`src/rtl/core/wcrm_pkg.sv`:
```
// Shared types and constants for the windowed counter rate meter.
package wcrm_pkg;

  localparam int unsigned DefHistoryDepth = 1024;
  localparam int unsigned DefWindowCount  = 3;
  localparam int unsigned NumCtr          = 6;
  localparam int unsigned CtrW            = 64;
  localparam int unsigned TimeW           = 32;
  localparam int unsigned WinW            = 16;
  localparam int unsigned CfgIdxW         = 2;
  // Dividend is the 64-bit delta with 16 fraction bits appended.
  localparam int unsigned DivBits         = 80;
  localparam int unsigned DivCntW         = 7;

  localparam logic [CfgIdxW-1:0] RegShortWin = 2'd0;
  localparam logic [CfgIdxW-1:0] RegMidWin   = 2'd1;
  localparam logic [CfgIdxW-1:0] RegLongWin  = 2'd2;

  localparam logic [WinW-1:0] ShortWinReset = 16'd60;
  localparam logic [WinW-1:0] MidWinReset   = 16'd300;
  localparam logic [WinW-1:0] LongWinReset  = 16'd900;

  typedef struct packed {
    logic [TimeW-1:0] now_s;
    logic [CtrW-1:0]  rd_sectors;
    logic [CtrW-1:0]  rd_ops;
    logic [CtrW-1:0]  rd_bytes;
    logic [CtrW-1:0]  wr_sectors;
    logic [CtrW-1:0]  wr_ops;
    logic [CtrW-1:0]  wr_bytes;
  } in_beat_t;

  typedef struct packed {
    logic [1:0]      window_id;
    logic [CtrW-1:0] rd_sectors_rate;
    logic [CtrW-1:0] rd_ops_rate;
    logic [CtrW-1:0] rd_bytes_rate;
    logic [CtrW-1:0] wr_sectors_rate;
    logic [CtrW-1:0] wr_ops_rate;
    logic [CtrW-1:0] wr_bytes_rate;
    logic            no_base;
    logic            last_window;
  } out_beat_t;

  typedef logic [NumCtr-1:0][CtrW-1:0] ctr_vec_t;

  typedef enum logic [3:0] {
    ST_IDLE,
    ST_WRITE,
    ST_SCAN,
    ST_DRAIN,
    ST_WIN_CHECK,
    ST_WIN_READ,
    ST_DIV_LOAD,
    ST_DIV_RUN,
    ST_OUT
  } state_t;

  typedef struct packed {
    logic load;        // capture input beat
    logic write;       // store sample into history
    logic scan_step;   // read next history slot
    logic win_check;   // evaluate base of current window
    logic base_latch;  // capture base counters
    logic div_load;    // start division for current counter
    logic div_step;    // one quotient bit
    logic next_win;    // advance to next window
  } dp_cmd_t;

  typedef struct packed {
    logic scan_last;
    logic win_ok;
    logic div_last;
    logic ctr_last;
    logic win_last;
  } dp_status_t;

endpackage

```
`src/rtl/core/wcrm_ctrl.sv`:
```
// Sequencer for write, history scan, per-window division and result beats.
module wcrm_ctrl import wcrm_pkg::*; (
  input  logic       clk,
  input  logic       rst,
  input  logic       in_valid,
  output logic       in_stall,
  output logic       out_valid,
  input  logic       out_stall,
  input  dp_status_t status,
  output dp_cmd_t    cmd
);

  state_t state, state_next;

  always_ff @(posedge clk) begin
    if (rst) begin
      state <= ST_IDLE;
    end else begin
      state <= state_next;
    end
  end

  // next state
  always_comb begin
    state_next = state;
    case (state)
      ST_IDLE:      if (in_valid) state_next = ST_WRITE;
      ST_WRITE:     state_next = ST_SCAN;
      ST_SCAN:      if (status.scan_last) state_next = ST_DRAIN;
      ST_DRAIN:     state_next = ST_WIN_CHECK;
      ST_WIN_CHECK: state_next = status.win_ok ? ST_WIN_READ : ST_OUT;
      ST_WIN_READ:  state_next = ST_DIV_LOAD;
      ST_DIV_LOAD:  state_next = ST_DIV_RUN;
      ST_DIV_RUN: begin
        if (status.div_last) state_next = status.ctr_last ? ST_OUT : ST_DIV_LOAD;
      end
      ST_OUT: begin
        if (!out_stall) state_next = status.win_last ? ST_IDLE : ST_WIN_CHECK;
      end
      default:      state_next = ST_IDLE;
    endcase
  end

  // outputs
  always_comb begin
    cmd       = '0;
    in_stall  = 1'b1;
    out_valid = 1'b0;
    case (state)
      ST_IDLE: begin
        in_stall = 1'b0;
        cmd.load = in_valid;
      end
      ST_WRITE:     cmd.write = 1'b1;
      ST_SCAN:      cmd.scan_step = 1'b1;
      ST_DRAIN:     ;
      ST_WIN_CHECK: cmd.win_check = 1'b1;
      ST_WIN_READ:  cmd.base_latch = 1'b1;
      ST_DIV_LOAD:  cmd.div_load = 1'b1;
      ST_DIV_RUN:   cmd.div_step = 1'b1;
      ST_OUT: begin
        out_valid    = 1'b1;
        cmd.next_win = !out_stall;
      end
      default:      ;
    endcase
  end

endmodule

```
`config.mk`:
```
export PLATFORM = sky130hd
export DESIGN_NAME = wcrm_ctrl
export DESIGN_NICKNAME = d
export VERILOG_FILES = /design/src/rtl/core/wcrm_pkg.sv /design/src/rtl/core/wcrm_ctrl.sv
export SDC_FILE = /design/constraint.sdc
export NUM_CORES = 1
export LEC_CHECK = 0
export ABC_AREA = 1
export ABC_CLOCK_PERIOD_IN_PS = 1500
export BUFFER_PORTS_ARGS = -buffer_cell sky130_fd_sc_hd__buf_4
export CAP_MARGIN = 20
export CORE_AREA = 10 10 47 49
export CTS_CLUSTER_DIAMETER = 30
export DETAILED_ROUTE_END_ITERATION = 8
export DIE_AREA = 0 0 57 59
export SYNTH_ARGS = -nofsm -noshare
export SYNTH_HDL_FRONTEND = slang
export SYNTH_SLANG_ARGS = --single-unit
```
`constraint.sdc`:
```
create_clock -name clk -period 1.5 [get_ports clk]
set_input_delay 0.3 -clock clk [delete_from_list [all_inputs] [get_ports clk]]
set_output_delay 0.3 -clock clk [all_outputs]
set_load 0.02 [all_outputs]
```
# Yosys cells after proc, flatten, opt, wreduce, memory -nomap -nowiden
# Index checks and enable logic that the tools add are counted.
classes:
  n_reduce_logical: 3
  n_mux: 18
  n_eq_ne: 12
op_table:
  columns: ["operator", "count"]
  rows:
  - ["4-bit one-hot mux with 9 select lines", 1]
  - ["4-bit two-way mux", 6]
  - ["4-bit by 3-bit == test with 1-bit output (second input constant)", 4]
  - ["1-bit two-way mux", 10]
  - ["4-bit by 2-bit == test with 1-bit output (second input constant)", 2]
  - ["2-bit inequality test (second input constant)", 4]
  - ["4-bit by 1-bit == test with 1-bit output (second input constant)", 1]
  - ["4-bit == test (second input constant)", 1]
  - ["4-bit zero test", 1]
  - ["4-bit AND reduction", 1]
  - ["3-bit two-way mux", 1]
  - ["1-bit zero test", 1]
totals:
  wordCells: 34
  register_bits: 4

# Longest topological paths before layout
depth:
  word_depth: 3
  depth_mapped: 9

# Least setup slack after synthesis
# No wires, ideal clock.
synth_path:
  kind: "flip-flop to output port"
  startpoint: "register state[1]"
  endpoint: "output cmd[7] (netlist name)"
  arrival_time_ns: 1.183
  path_buffers: 1
  path_stages_with_launch: 5
  path_slack_ns: 0.017
  path_cell_list: "dfxtp_1 > buf_4 > nor2_2 > nand2_1 > nor2_1"
synth_rtl:
  columns: ["element", "line", "rtl"]
  rows:
  - ["start, declared", "wcrm_ctrl.sv:13", "state_t state, state_next;"]
  - ["start signal, assigned", "wcrm_ctrl.sv:19", "state <= state_next;"]
  - ["end, declared", "wcrm_ctrl.sv:10", "output dp_cmd_t cmd"]

==> out/metrics.csv <==
metric,value,unit
status,"finished, final reports clean",
worst hold path type,input pin to register,
Met2 Routed Length,612,µm
RSZ-0062 raised after global routing,yes,
Die Area,3363,µm²
synthesized instance count,62,
upper clock frequency limit,702.8,MHz
r2r setup slk,310,ps
Pwr Density,1862,nW/µm²
router iterations before antenna repair,4,
Avg Synthesized Cell Area,5.630,µm²
Largest register FFs,4,
Via density,4.354,
Post-synth ARST share,0,
pin count of the biggest net entering global routing,10,
Post-synth top cells,"12 x nand3_1, 11 x inv_1, 9 x nand2_1, 9 x nor2_1, 4 x dfxtp_1",
P&R area growth vs syn,58.06,%
Ys Warns,0,
WP data required,1200,ps
Multi-input gate area,230.2,µm²
H-Tree Level Count,1,
Post-Route M1 WL,403,µm
CORE AREA,1401,µm²
vias in the first global route,456,
gr usage total,0.06736,
leading area contributor after synthesis,dfxtp_1,
WS Path Type,register to output pin,
DPL Wire Length,865.3,µm
most frequent cell after synthesis,nand3_1,
CP max FO,9,
DR vias,431,
max cap viols,0,
Setup Viol. Count Final,0,
CTS tree,yes,
CP Capture Type,output pin,
crit share post-route,0.9486,
dpl cell area,496.7,µm²
total congestion overflow,0,
min Tclk post-route,1423,ps
total negative slack,0,ps
initial antenna violation count,0,
CTS Hold Bufs,0,
post-synth top area share,0.2294,
Root Driver,clkbuf_4,
Nets,94,
num ports,19,
Synth Flop Type,dfxtp_1,
Slew headroom,0.8764,
Met3 Wirelength,23,µm
post-synthesis sequential area ratio,0.2294,
Post-Syn Nets,71,
"Cell Count, Final, Fillers Out",99,
routed length per placed instance,10.49,µm
clock slew at reported path FFs,40,ps
clk sink count,4,
Final Hold Fails,0,
Placed Cells,95,
clk_skew,0.8786,ps
Regs by FF count,state: 4 flops,
Port Buf Inserts,18,
cell area after synthesis,349.1,µm²
fin area,551.8,µm²
total power,0.001027,W
RePlAce Congestion,0.7556,
Tightest Pin Transition,184.7,ps
ANT cells,0,
FILL cells,177,
Row Count,14,
Iter 0 DRT Violations,11,
Die X,57,µm
crit path capture,cmd[0],
ranking of synthesized cells by area,"dfxtp_1 23%, nand3_1 17%, inv_1 12%, nand2_1 9.7%, nor2_1 9.7%",
Leakage,0.3010,nW
"FF+latch count, synth",4,
Final ANT Viol Nets,0,
highest routing layer actually used,met3,
clock buffer depth,2,
Total Routed Length,1039,µm
Post-synth EDFFs,0,
Worst R2R Start,state[3],
reg2reg end,state[1],
"Distinct cells, synth",14,
crit path launch,state[1],
final core utilization,0.3938,
total area of sequential cells,87.58,µm²
Largest Register,state,
worst vdd ir,0.7376,mV
"Clk Latency, worst-skew pair",230,ps
Pins Over Slew Limit,0,
reg2reg path depth,8,
remaining routing DRC violations,0,
Die Ht,59,µm
CTS buffer count,3,
Worst EP arrival,1120,ps
layout cells sized above 1,0.4578,
first-pass GRT wire length,1821,µm
initial core utilization,0.2491,
startpoint types,register,
-- per-stage QoR --
step,setup slack (ps),hold slack [ps]
floorplan,16.76,369.1
CTS,14.21,224.2
detailed placement,159.2,486.8
finish,77.17,239.0
global route,-11.55,241.7
global placement,183.2,489.1
-- layout make-up --
class                      instances  area share
clock buffer                       3     0.04082
sequential                         4      0.1587
timing repair buffer              19      0.2585
tap                               16     0.03628
inverter                          13     0.08844
multi-input combinational         44      0.4172
-- critical path, stage by stage, from the launching register on --
cell,delay [ps]
dfxtp_2,360
nor2_4,200
nand2_1,90
nor2_1,90
buf_4,150
-- layer usage --
metal | up-vias | global-route usage
li1 | 238 | -
met1 | 186 | 0.06280
met2 | 7 | 0.1225
met3 | 0 | 0.01931
met4 | 0 | 0.05034
met5 | - | 0
-- worst min-delay path by stage --
stage          startpoint        to  depth (start not counted)
6_report              rst  state[0]                          2
5_1_grt               rst  state[1]                          2
4_1_cts               rst  state[0]                          2
3_5_place_dp          rst  state[0]                          2
3_3_place_gp          rst  state[0]                          2
2_1_floorplan         rst  state[0]                          1
-- repair_timing --
action | CTS | global route
pin swaps | 0 | 2
resized for setup | 5 | 6
buffers inserted | 0 | 1
setup endpoints to repair | 7 | 9
-- placed cells by master, fill, tap and decap left out, types with 2 or more instances in the layout --
cell and count:
a21oi_1 3, buf_4 19, clkbuf_4 3, dfxtp_2 3, inv_1 10, inv_2 3, nand2_1 8, nand2_2 4
nand3_1 12, nand4_1 2, nor2_1 7, nor2_2 2, nor2_4 3, nor3_1 2
-- power breakdown --
| group | internal, W | switching (W) | total, W | leakage (nW) |
|---|---|---|---|---|
| logic | 0.000273 | 0.000392 | 0.000665 | 0.252 |
| registers | 0.000154 | 0.0000760 | 0.000230 | 0.0347 |
| clock network | 0.0000894 | 0.0000425 | 0.000132 | 0.0138 |
| total | 0.000517 | 0.000510 | 0.00103 | 0.301 |
-- cells by family (layout without fill, tap and decap cells) --
group           count (synthesis)  in the layout  share of synthesized area
buf+inv                        14             35                     0.1613
flops                           4              4                     0.2294
simple gates                   40             40                     0.5520
compound gates                  4              4                    0.05732
Power figures use the tool's default switching activity.
